===== config.mk =====
export PLATFORM = sky130hd
export DESIGN_NAME = stuffed_frame_decoder_crc32
export DESIGN_NICKNAME = d
export VERILOG_FILES = /design/src/design/sfd_pkg.sv /design/src/design/sfd_core.sv /design/src/design/sfd_result_fifo.sv /design/src/design/stuffed_frame_decoder_crc32.sv
export SDC_FILE = /design/constraint.sdc
export NUM_CORES = 1
export LEC_CHECK = 0
export ABC_CLOCK_PERIOD_IN_PS = 4320
export BUFFER_PORTS_ARGS = -buffer_cell sky130_fd_sc_hd__clkbuf_2
export CORE_ASPECT_RATIO = 2
export CORE_MARGIN = 4
export CORE_UTILIZATION = 35
export DETAILED_ROUTE_END_ITERATION = 12
export PLACE_DENSITY = 0.56
export RECOVER_POWER = 25
export SLEW_MARGIN = 15
export SYNTH_ARGS = -nofsm -noshare
export SYNTH_HDL_FRONTEND = slang
export SYNTH_SLANG_ARGS = --single-unit

===== constraint.sdc =====
create_clock -name clk -period 4.32 [get_ports clk]
set_input_delay 0.432 -clock clk [delete_from_list [all_inputs] [get_ports clk]]
set_output_delay 0.432 -clock clk [all_outputs]
set_load 0.01 [all_outputs]

===== src/design/sfd_pkg.sv =====
package sfd_pkg;

  localparam int BODY_COUNT_BITS_DEF = 17;
  localparam logic [31:0] CRC_INIT = 32'hFFFF_FFFF;
  localparam logic [31:0] CRC_POLY = 32'hEDB8_8320;
  localparam logic [7:0] ESC_DELIM_CODE = 8'h5E;
  localparam logic [7:0] ESC_ESC_CODE = 8'h5D;
  localparam int MIN_BODY = 8;
  localparam int PAY_START = 4;

  localparam logic [7:0] DELIM_RST = 8'h7E;
  localparam logic [7:0] ESC_RST = 8'h7D;
  localparam logic [7:0] VER_RST = 8'h01;

  localparam int FIFO_DEPTH = 4;
  localparam int FIFO_PTR_BITS = $clog2(FIFO_DEPTH);
  localparam int FIFO_CNT_BITS = $clog2(FIFO_DEPTH + 1);

  typedef enum logic [1:0] {
    REG_DELIMITER = 2'd0,
    REG_ESCAPE    = 2'd1,
    REG_VERSION   = 2'd2
  } reg_idx_t;

  typedef enum logic [2:0] {
    ST_OK         = 3'd0,
    ST_BAD_ESCAPE = 3'd1,
    ST_TOO_SHORT  = 3'd2,
    ST_BAD_VER    = 3'd3,
    ST_LEN_MISM   = 3'd4,
    ST_CRC_MISM   = 3'd5
  } status_t;

  typedef enum logic {
    KIND_PAYLOAD = 1'b0,
    KIND_STATUS  = 1'b1
  } kind_t;

  typedef struct packed {
    logic [7:0] delimiter_code;
    logic [7:0] escape_code;
    logic [7:0] expected_version;
  } cfg_t;

  typedef struct packed {
    kind_t      result_kind;
    logic [7:0] payload_byte;
    status_t    frame_status;
    logic [7:0] frame_version;
    logic [7:0] frame_flags;
    logic       last_of_run;
  } result_t;

  function automatic logic [31:0] crc32_byte(logic [31:0] crc, logic [7:0] b);
    logic [31:0] c;
    c = crc ^ {24'd0, b};
    for (int i = 0; i < 8; i++) begin
      c = c[0] ? ((c >> 1) ^ CRC_POLY) : (c >> 1);
    end
    return c;
  endfunction

endpackage


===== src/design/sfd_core.sv =====
module sfd_core #(
  parameter int BODY_COUNT_BITS = sfd_pkg::BODY_COUNT_BITS_DEF
) (
  input  logic             clk,
  input  logic             rst_n,
  input  logic             advance,
  input  logic [7:0]       data_byte,
  input  logic             frame_end,
  input  sfd_pkg::cfg_t    cfg,
  output sfd_pkg::result_t res_a,
  output sfd_pkg::result_t res_b,
  output logic [1:0]       push_cnt
);

  logic                       esc_pend_r, esc_pend_nxt;
  logic                       esc_err_r, esc_err_nxt;
  logic [BODY_COUNT_BITS-1:0] count_r, count_nxt;
  logic [7:0]                 tail_r [4];
  logic [7:0]                 tail_nxt [4];
  logic [31:0]                crc_r, crc_nxt;
  logic [7:0]                 ver_r, ver_nxt;
  logic [7:0]                 flags_r, flags_nxt;
  logic [15:0]                len_r, len_nxt;

  logic                       body_en;
  logic [7:0]                 body_b;
  logic                       emit;
  logic [31:0]                crc_rx;
  logic [BODY_COUNT_BITS-1:0] len_plus;
  sfd_pkg::status_t           status;
  sfd_pkg::result_t           pay_res, stat_res;

  always_comb begin
    body_en = 1'b0;
    body_b = data_byte;
    esc_pend_nxt = esc_pend_r;
    esc_err_nxt = esc_err_r;
    if (!esc_err_r) begin
      if (esc_pend_r) begin
        esc_pend_nxt = 1'b0;
        if (data_byte == sfd_pkg::ESC_DELIM_CODE) begin
          body_en = 1'b1;
          body_b = cfg.delimiter_code;
        end else if (data_byte == sfd_pkg::ESC_ESC_CODE) begin
          body_en = 1'b1;
          body_b = cfg.escape_code;
        end else begin
          esc_err_nxt = 1'b1;
        end
      end else if (data_byte == cfg.escape_code) begin
        esc_pend_nxt = 1'b1;
      end else begin
        body_en = 1'b1;
      end
    end
  end

  always_comb begin
    count_nxt = count_r;
    crc_nxt = crc_r;
    ver_nxt = ver_r;
    flags_nxt = flags_r;
    len_nxt = len_r;
    tail_nxt = tail_r;
    emit = 1'b0;
    if (body_en) begin
      if (count_r == BODY_COUNT_BITS'(0)) begin
        ver_nxt = body_b;
      end else if (count_r == BODY_COUNT_BITS'(1)) begin
        flags_nxt = body_b;
      end else if (count_r == BODY_COUNT_BITS'(2)) begin
        len_nxt[15:8] = body_b;
      end else if (count_r == BODY_COUNT_BITS'(3)) begin
        len_nxt[7:0] = body_b;
      end
      if (count_r >= BODY_COUNT_BITS'(sfd_pkg::PAY_START)) begin
        crc_nxt = sfd_pkg::crc32_byte(crc_r, tail_r[0]);
        emit = (count_r >= BODY_COUNT_BITS'(sfd_pkg::MIN_BODY));
      end
      tail_nxt[0] = tail_r[1];
      tail_nxt[1] = tail_r[2];
      tail_nxt[2] = tail_r[3];
      tail_nxt[3] = body_b;
      if (count_r != {BODY_COUNT_BITS{1'b1}}) begin
        count_nxt = count_r + BODY_COUNT_BITS'(1);
      end
    end
  end

  assign crc_rx = {tail_nxt[0], tail_nxt[1], tail_nxt[2], tail_nxt[3]};
  assign len_plus = BODY_COUNT_BITS'(len_nxt) + BODY_COUNT_BITS'(sfd_pkg::MIN_BODY);

  always_comb begin
    if (esc_err_nxt || esc_pend_nxt) begin
      status = sfd_pkg::ST_BAD_ESCAPE;
    end else if (count_nxt < BODY_COUNT_BITS'(sfd_pkg::MIN_BODY)) begin
      status = sfd_pkg::ST_TOO_SHORT;
    end else if (ver_nxt != cfg.expected_version) begin
      status = sfd_pkg::ST_BAD_VER;
    end else if (count_nxt != len_plus) begin
      status = sfd_pkg::ST_LEN_MISM;
    end else if (~crc_nxt != crc_rx) begin
      status = sfd_pkg::ST_CRC_MISM;
    end else begin
      status = sfd_pkg::ST_OK;
    end
  end

  always_comb begin
    pay_res.result_kind = sfd_pkg::KIND_PAYLOAD;
    pay_res.payload_byte = tail_r[0];
    pay_res.frame_status = sfd_pkg::ST_OK;
    pay_res.frame_version = 8'd0;
    pay_res.frame_flags = 8'd0;
    pay_res.last_of_run = ~frame_end;

    stat_res.result_kind = sfd_pkg::KIND_STATUS;
    stat_res.payload_byte = 8'd0;
    stat_res.frame_status = status;
    stat_res.frame_version = ver_nxt;
    stat_res.frame_flags = flags_nxt;
    stat_res.last_of_run = 1'b1;
  end

  assign res_a = emit ? pay_res : stat_res;
  assign res_b = stat_res;
  assign push_cnt = advance ? (2'(emit) + 2'(frame_end)) : 2'd0;

  always_ff @(posedge clk) begin
    if (!rst_n || (advance && frame_end)) begin
      esc_pend_r <= 1'b0;
      esc_err_r <= 1'b0;
      count_r <= '0;
      for (int i = 0; i < 4; i++) begin
        tail_r[i] <= 8'd0;
      end
      crc_r <= sfd_pkg::CRC_INIT;
      ver_r <= 8'd0;
      flags_r <= 8'd0;
      len_r <= 16'd0;
    end else if (advance) begin
      esc_pend_r <= esc_pend_nxt;
      esc_err_r <= esc_err_nxt;
      count_r <= count_nxt;
      tail_r <= tail_nxt;
      crc_r <= crc_nxt;
      ver_r <= ver_nxt;
      flags_r <= flags_nxt;
      len_r <= len_nxt;
    end
  end

endmodule


===== src/design/sfd_result_fifo.sv =====
module sfd_result_fifo (
  input  logic             clk,
  input  logic             rst_n,
  input  logic [1:0]       push_cnt,
  input  sfd_pkg::result_t push_a,
  input  sfd_pkg::result_t push_b,
  input  logic             out_ready,
  output logic             out_valid,
  output sfd_pkg::result_t out_res,
  output logic             room2
);

  sfd_pkg::result_t                   mem [sfd_pkg::FIFO_DEPTH];
  logic [sfd_pkg::FIFO_PTR_BITS-1:0]  wr_ptr_r, rd_ptr_r;
  logic [sfd_pkg::FIFO_CNT_BITS-1:0]  count_r;
  logic                               pop;

  assign out_valid = (count_r != '0);
  assign out_res = mem[rd_ptr_r];
  assign pop = out_valid && out_ready;
  assign room2 = (count_r <= sfd_pkg::FIFO_CNT_BITS'(sfd_pkg::FIFO_DEPTH - 2));

  always_ff @(posedge clk) begin
    if (push_cnt != 2'd0) begin
      mem[wr_ptr_r] <= push_a;
    end
    if (push_cnt == 2'd2) begin
      mem[wr_ptr_r + sfd_pkg::FIFO_PTR_BITS'(1)] <= push_b;
    end
  end

  always_ff @(posedge clk) begin
    if (!rst_n) begin
      wr_ptr_r <= '0;
      rd_ptr_r <= '0;
      count_r <= '0;
    end else begin
      wr_ptr_r <= wr_ptr_r + sfd_pkg::FIFO_PTR_BITS'(push_cnt);
      if (pop) begin
        rd_ptr_r <= rd_ptr_r + sfd_pkg::FIFO_PTR_BITS'(1);
      end
      count_r <= count_r + sfd_pkg::FIFO_CNT_BITS'(push_cnt)
                 - sfd_pkg::FIFO_CNT_BITS'(pop);
    end
  end

endmodule


===== src/design/stuffed_frame_decoder_crc32.sv =====
// Byte-stuffed frame decoder with CRC-32 check. Each input item is one encoded
// byte of a frame (delimiter removed, last byte flagged by in_frame_end). Every
// item passes an input register, is unstuffed and checked, and its results go
// into a four-entry result queue, so an item can be accepted every cycle while
// the queue has room for two results. An item yields zero, one or two results
// (a payload byte and, on the last byte, a status item); the result port
// delivers one result per cycle while out_ready is high. Results reach the port
// through the input register and the result queue. Payload bytes are tentative
// and must be dropped by the consumer when the frame status is not ok.
module stuffed_frame_decoder_crc32 #(
  parameter int BODY_COUNT_BITS = sfd_pkg::BODY_COUNT_BITS_DEF
) (
  input  logic       clk,
  input  logic       rst_n,

  input  logic       in_valid,
  output logic       in_ready,
  input  logic [7:0] in_data_byte,
  input  logic       in_frame_end,

  output logic       out_valid,
  input  logic       out_ready,
  output logic       out_result_kind,
  output logic [7:0] out_payload_byte,
  output logic [2:0] out_frame_status,
  output logic [7:0] out_frame_version,
  output logic [7:0] out_frame_flags,
  output logic       out_last_of_run,

  input  logic       cfg_we,
  input  logic [1:0] cfg_index,
  input  logic [7:0] cfg_wdata
);

  sfd_pkg::cfg_t    cfg_r;
  logic             in_valid_r;
  logic [7:0]       in_data_r;
  logic             in_end_r;
  logic             advance;
  logic             room2;
  logic [1:0]       push_cnt;
  sfd_pkg::result_t res_a, res_b, out_res;

  always_ff @(posedge clk) begin
    if (!rst_n) begin
      cfg_r.delimiter_code <= sfd_pkg::DELIM_RST;
      cfg_r.escape_code <= sfd_pkg::ESC_RST;
      cfg_r.expected_version <= sfd_pkg::VER_RST;
    end else if (cfg_we) begin
      unique case (cfg_index)
        sfd_pkg::REG_DELIMITER: cfg_r.delimiter_code <= cfg_wdata;
        sfd_pkg::REG_ESCAPE:    cfg_r.escape_code <= cfg_wdata;
        sfd_pkg::REG_VERSION:   cfg_r.expected_version <= cfg_wdata;
        default: ;
      endcase
    end
  end

  assign advance = in_valid_r && room2;
  assign in_ready = !in_valid_r || advance;

  always_ff @(posedge clk) begin
    if (!rst_n) begin
      in_valid_r <= 1'b0;
    end else if (in_ready) begin
      in_valid_r <= in_valid;
    end
  end

  always_ff @(posedge clk) begin
    if (in_valid && in_ready) begin
      in_data_r <= in_data_byte;
      in_end_r <= in_frame_end;
    end
  end

  sfd_core #(
    .BODY_COUNT_BITS(BODY_COUNT_BITS)
  ) u_core (
    .clk       (clk),
    .rst_n     (rst_n),
    .advance   (advance),
    .data_byte (in_data_r),
    .frame_end (in_end_r),
    .cfg       (cfg_r),
    .res_a     (res_a),
    .res_b     (res_b),
    .push_cnt  (push_cnt)
  );

  sfd_result_fifo u_fifo (
    .clk       (clk),
    .rst_n     (rst_n),
    .push_cnt  (push_cnt),
    .push_a    (res_a),
    .push_b    (res_b),
    .out_ready (out_ready),
    .out_valid (out_valid),
    .out_res   (out_res),
    .room2     (room2)
  );

  assign out_result_kind = out_res.result_kind;
  assign out_payload_byte = out_res.payload_byte;
  assign out_frame_status = out_res.frame_status;
  assign out_frame_version = out_res.frame_version;
  assign out_frame_flags = out_res.frame_flags;
  assign out_last_of_run = out_res.last_of_run;

endmodule

== Yosys cells after proc, flatten, opt, wreduce, memory -nomap -nowiden ==
Memory sizes are Yosys's and may differ from the RTL's. A register that Yosys moved wholly into a read port is not among the register bits.
Cells that the tools add are included.
W data, S select, Z words.

* Bits in registers: 156
* Bits in writable memories: 116
* Output and inout port bits: 31
* Logic and storage cells: 128
* Memories kept: 1

{| class="wikitable"
|+ Memory list
! name !! depth !! bits a word !! read ports !! clocked after Yosys merged registers in !! write ports !! RTL line !! text
|-
| u_fifo.mem || 4 || 29 || 1 || 1 || 2 || sfd_result_fifo.sv:13 || <nowiki>sfd_pkg::result_t mem [sfd_pkg::FIFO_DEPTH];</nowiki>
|}

* Add/subtract/negate cells: 8
* Order comparisons: 4
* Eq/ne operators: 13
* Muxes and demuxes: 55
* Bitwise logic cells: 11
* Reductions and logical operators: 16

{| class="wikitable"
|+ Operator list
! operator !! number
|-
| $mux W32 || 11
|-
| $not A13 Y14 || 8
|-
| $mux W8 || 12
|-
| $mux W16 || 3
|-
| $eq A17 B2 Y1 const B || 2
|-
| $mux W17 || 2
|-
| $ne A32 B32 Y1 || 1
|-
| $not A32 Y32 || 1
|-
| $xor A32 B8 Y32 || 1
|-
| $mux W29 || 1
|-
| $mux W1 || 18
|-
| $add A16 B4 Y17 const B || 1
|-
| $add A17 B1 Y17 const B || 1
|-
| $eq A17 B1 Y1 const B || 1
|-
| $ge A17 B3 Y1 const B || 1
|-
| $ge A17 B4 Y1 const B || 1
|-
| $logic_not A17 Y1 || 1
|-
| $lt A17 B4 Y1 const B || 1
|-
| $ne A17 B17 Y1 || 1
|-
| $ne A17 B17 Y1 const B || 1
|-
| $eq A8 B7 Y1 const B || 2
|-
| $mux W3 || 5
|-
| $eq A8 B8 Y1 || 1
|-
| $ne A8 B8 Y1 || 1
|-
| other kinds (17) || 29
|}

== Longest topological paths before layout ==
* Depth in word-level cells: 27
* Mapped depth: 18
* Gate-level depth less buffers: 14

== Hierarchy ==
From an unflattened synthesis, not the netlist that was laid out.

* Cells, all modules: 1607
* Area, all modules: 16523.3 um2

{| class="wikitable"
|+ By module, submodules not included
! module !! times used !! cells each !! area each (um2) !! seq. area each (um2)
|-
| sfd_core || 1 || 1164 || 9087.5 || 2302.2
|-
| sfd_result_fifo || 1 || 329 || 6110.9 || 3663.5
|-
| stuffed_frame_decoder_crc32 || 1 || 114 || 1325.0 || 770.7
|}

== Worst setup path after synthesis ==
Ideal clock, no wire load.

* Path type: reg2reg
* Start point: reg in_data_r[5]
* End point: mem u_fifo.mem[0][10] (netlist name) (enable)
* Data arrival time: 3.596 ns
* Path slack: 0.350 ns
* Cell stages (with the launch flop): 15
* Path buffers: 4
* Period minus slack after synthesis: 3.970 ns
* Cell sequence: edfxtp_1 > and4b_1 > a41o_2 > o31a_1 > buf_2 > buf_2 > buf_2 > buf_2 > nand2_1 > inv_1 > ha_1 > or3_1 > o31ai_1 > nand2_1 > inv_1

{| class="wikitable"
|+ RTL lines
! what !! RTL line !! text
|-
| start, declared || stuffed_frame_decoder_crc32.sv:37 || <nowiki>logic [7:0] in_data_r;</nowiki>
|-
| start signal, assigned || stuffed_frame_decoder_crc32.sv:72 || <nowiki>in_data_r <= in_data_byte;</nowiki>
|-
| end, declared || sfd_result_fifo.sv:13 ||
|}

==> results.ini <==
[outcome]
run_status=finished with violations
violations=capacitance limit, slew limit

[finish]
nNetsFinal=1661
multi_input_area_um2=8060
diodes=0
fill_cells=4118
layout_common_cells=nand2_1 (212), dfxtp_1 (189), nor2_1 (176)
final_common_cell=nand2_1
drive_gt1_share_pct=15.4
synthToLayoutAreaGrowth_pct=14.8
seqCellArea_um2=6340

[clock_tree]
postCtsSetupBuffers=0
clock-sinks=274
holdBufCountCts=0
path_clk_slew_ns=0.06
cts_max_path_buffers=3
cts_tree=done
cts_buffers=26
root_buffer=clkbuf_16
clk_latency_ns=0.57
cts.htree.levels=1

[logic_synthesis]
async_flop_share_pct=0
synth_fp_nets=1576
synth_cell_types=91
synth_edf_count=85
yosys_warnings=0
syn-instance-count=1541
synthFlopType=dfxtp_1
avgSynthCellArea_um2=9.68
ys_ff_latch=274
yosysSeqAreaShare_pct=42.5
netlist_area_um2=14900

[route]
wl_per_cell_um=20.7
drtAntennaViolNets=0
drt_iter0_drc=582
wl_mm=45.3
vias=11700
viasPerCell=5.33
dr.pass1.iters=6
drcViolationCount=0

[place]
place.gp.congestion=0.925
io_buffers=54
dp_hpwl_mm=34.5
post-place-ws_ns=0.0384

[timing]
fin_ws_ns=0.225
skew_ns=0.0187
fin_crit_sh_pct=94.8
holdWs_ns=0.0429
rsz0062_at_grt=no
worstMarginPinSlew_ns=1.91
final_max_slew_viol_count=38
hold_violations=0
setup_viol=0
relSlewSlack_pct=-27.6
period_needed_ns=4.09
max_clock_freq_ghz=0.244
tns_ns=0

[critical_path]
reg2reg_from=in_data_r[0]
crit_type=flop to flop
crit_chain=and4bb_1 -> and2_1 -> o221ai_4 -> mux2_2 -> ha_1 -> xnor2_1 -> xnor2_1 -> nor4_1 -> nand4_1 -> nor4bb_1 -> a41o_1 -> nor2_1
worst_setup_path_start_kind=flop
cp.arrival_ns=4.39
required_ns=4.61
crit_start=in_data_r[0]
cp_max_fo=10
cp_slowest_stage_delay_ns=0.53
cp_slowest_cell=edfxtp_1
crit_path_frequent_cell=xnor2_1
crit_path_end_kind=flop

[global_routing]
grtUsageMet3_pct=1.74
antenna_found_initial=0
grt_max_degree=38
overflow=0
grt_pass1_vias=12000
busiest_layer=met2
grt_use_total_pct=19.3
grt_pass1_wl_mm=70.7
grt_use_met2_pct=38.1
grtUsageMet1_pct=19.6

[floorplanning]
fp.dieW_um=154
ios=55
fp-row-count=106
initial_core_util_pct=35.5
die_area_um2=46200
die_h_um=300
design.core.area_um2=42000

[pwr]
leakage_nw=6.60
power_w=0.00667
power.density_nw_per_um2=389
pwr-share-clk_pct=35.7
internal_power_w=0.00471
swShare_pct=29.4
p_comb_share_pct=20.8
ir_drop_mv=0.318
seq_power_share_pct=43.5
p_sw_w=0.00196

[min_path]
worstHoldStart=in_data_byte[7]
hp-class=primary input to flop

[run]
maxCapViolCount=1

[final cells by class]
| type | count | area share (%) |
|---|---|---|
| clock buffers | 39 | 4.45 |
| multi-input cells | 1145 | 47.0 |
| clock inverters | 9 | 0.723 |
| repair buffers | 154 | 6.35 |
| inverters | 25 | 0.548 |
| flip-flops and latches | 274 | 37.0 |
| well taps | 540 | 3.94 |
[power by group through the flow]
stage / sequential, W / clock (W) / combinational, W
after floorplan: 0.00289 / 0 / 0.000950
after global placement: 0.00295 / 0 / 0.00141
after detailed placement: 0.00296 / 0 / 0.00141
after CTS: 0.00290 / 0.00245 / 0.00142
after global routing: 0.00292 / 0.00255 / 0.00150
final: 0.00290 / 0.00238 / 0.00139
[synth_stat cells (7+ instances only)]
library cell	count	area (um^2)
and3_1	11	68.8
nor2_1	177	664
mux4_2	29	653
clkbuf_1	59	221
o211ai_1	15	113
edfxtp_1	85	2550
nand4_1	19	119
nor3_1	16	80.1
nand3_1	70	350
nor4_1	14	87.6
dfxtp_1	189	3780
nor2b_1	11	68.8
nand2_1	212	796
a21oi_1	60	300
o22a_1	7	61.3
mux2i_1	94	941
ha_1	10	125
or3_1	15	93.8
xor2_1	57	499
a22o_1	33	289
a211oi_1	16	120
buf_2	24	120
inv_1	25	93.8
o21ai_0	29	145
xnor2_1	101	885
and2_1	18	113
[critical path: cells and delay by family (launching register included)]
| kind | cells | cell delay (ns) |
|---|---|---|
| muxes | 1 | 0.34 |
| AOI/OAI and AO/OA | 2 | 0.55 |
| xor gates and xnor gates | 2 | 0.35 |
| adders and majority gates | 1 | 0.33 |
| DFF | 1 | 0.53 |
| and+or+nand+nor | 6 | 1.72 |
[stage by stage]
stage / util, % / instances / area [um^2]
6_report: 40.8 / 2186 / 17100
5_1_grt: 40.8 / 2186 / 17100
4_1_cts: 40.8 / 2186 / 17100
3_5_place_dp: 38.7 / 2138 / 16300
3_3_place_gp: 38.7 / 2138 / 16300
2_1_floorplan: - / 1541 / 14900
[registers in the layout (all words and copies together), names as in the netlist, named ones only]
register / flops
u_fifo.count_r: 3
u_core.ver_r: 8
u_core.tail_r: 24
u_core.crc_r: 32
in_data_r: 8
u_core.pay_res: 8
u_core.esc_pend_r: 1
u_fifo.wr_ptr_r: 2
in_end_r: 1
u_core.esc_err_r: 1
u_fifo.rd_ptr_r: 2
u_fifo.mem: 116
u_core.len_r: 16
u_core.flags_r: 8
in_valid_r: 1
u_core.count_r: 17
cfg_r: 24
[path summary, 6_finish.rpt]
path	endpoint	slack, ns	depth (start not counted)
setup / recovery	u_fifo.mem[2][19]	0.23	12
hold / removal	in_data_r[7]	0.04	1
setup reg to reg	u_fifo.mem[2][19]	0.23	12
hold reg to reg	u_fifo.mem[2][28]	0.45	2
[timing repair]
action	in CTS	in global routing
endpoints found under the setup margin	0	9
gates resized for setup	0	2
endpoints found under the hold margin	0	0
[cells by family after synthesis]
group	share of synthesized area, %
adders and majority gates	0.973
and+or+nand+nor	20.2
xor gates and xnor gates	11.0
buffers and inverters	3.65
muxes	10.9
DFF	42.5
AOI/OAI and AO/OA	10.8
[layer usage]
metal | share of wire (%) | wire [um] | vias up
li1 | - | - | 5636
met1 | 35 | 15800 | 5639
met2 | 56 | 25500 | 266
met3 | 2.7 | 1230 | 112
met4 | 6.0 | 2710 | 0
met5 | 0 | 0 | -
Power figures use the tool's default switching activity.
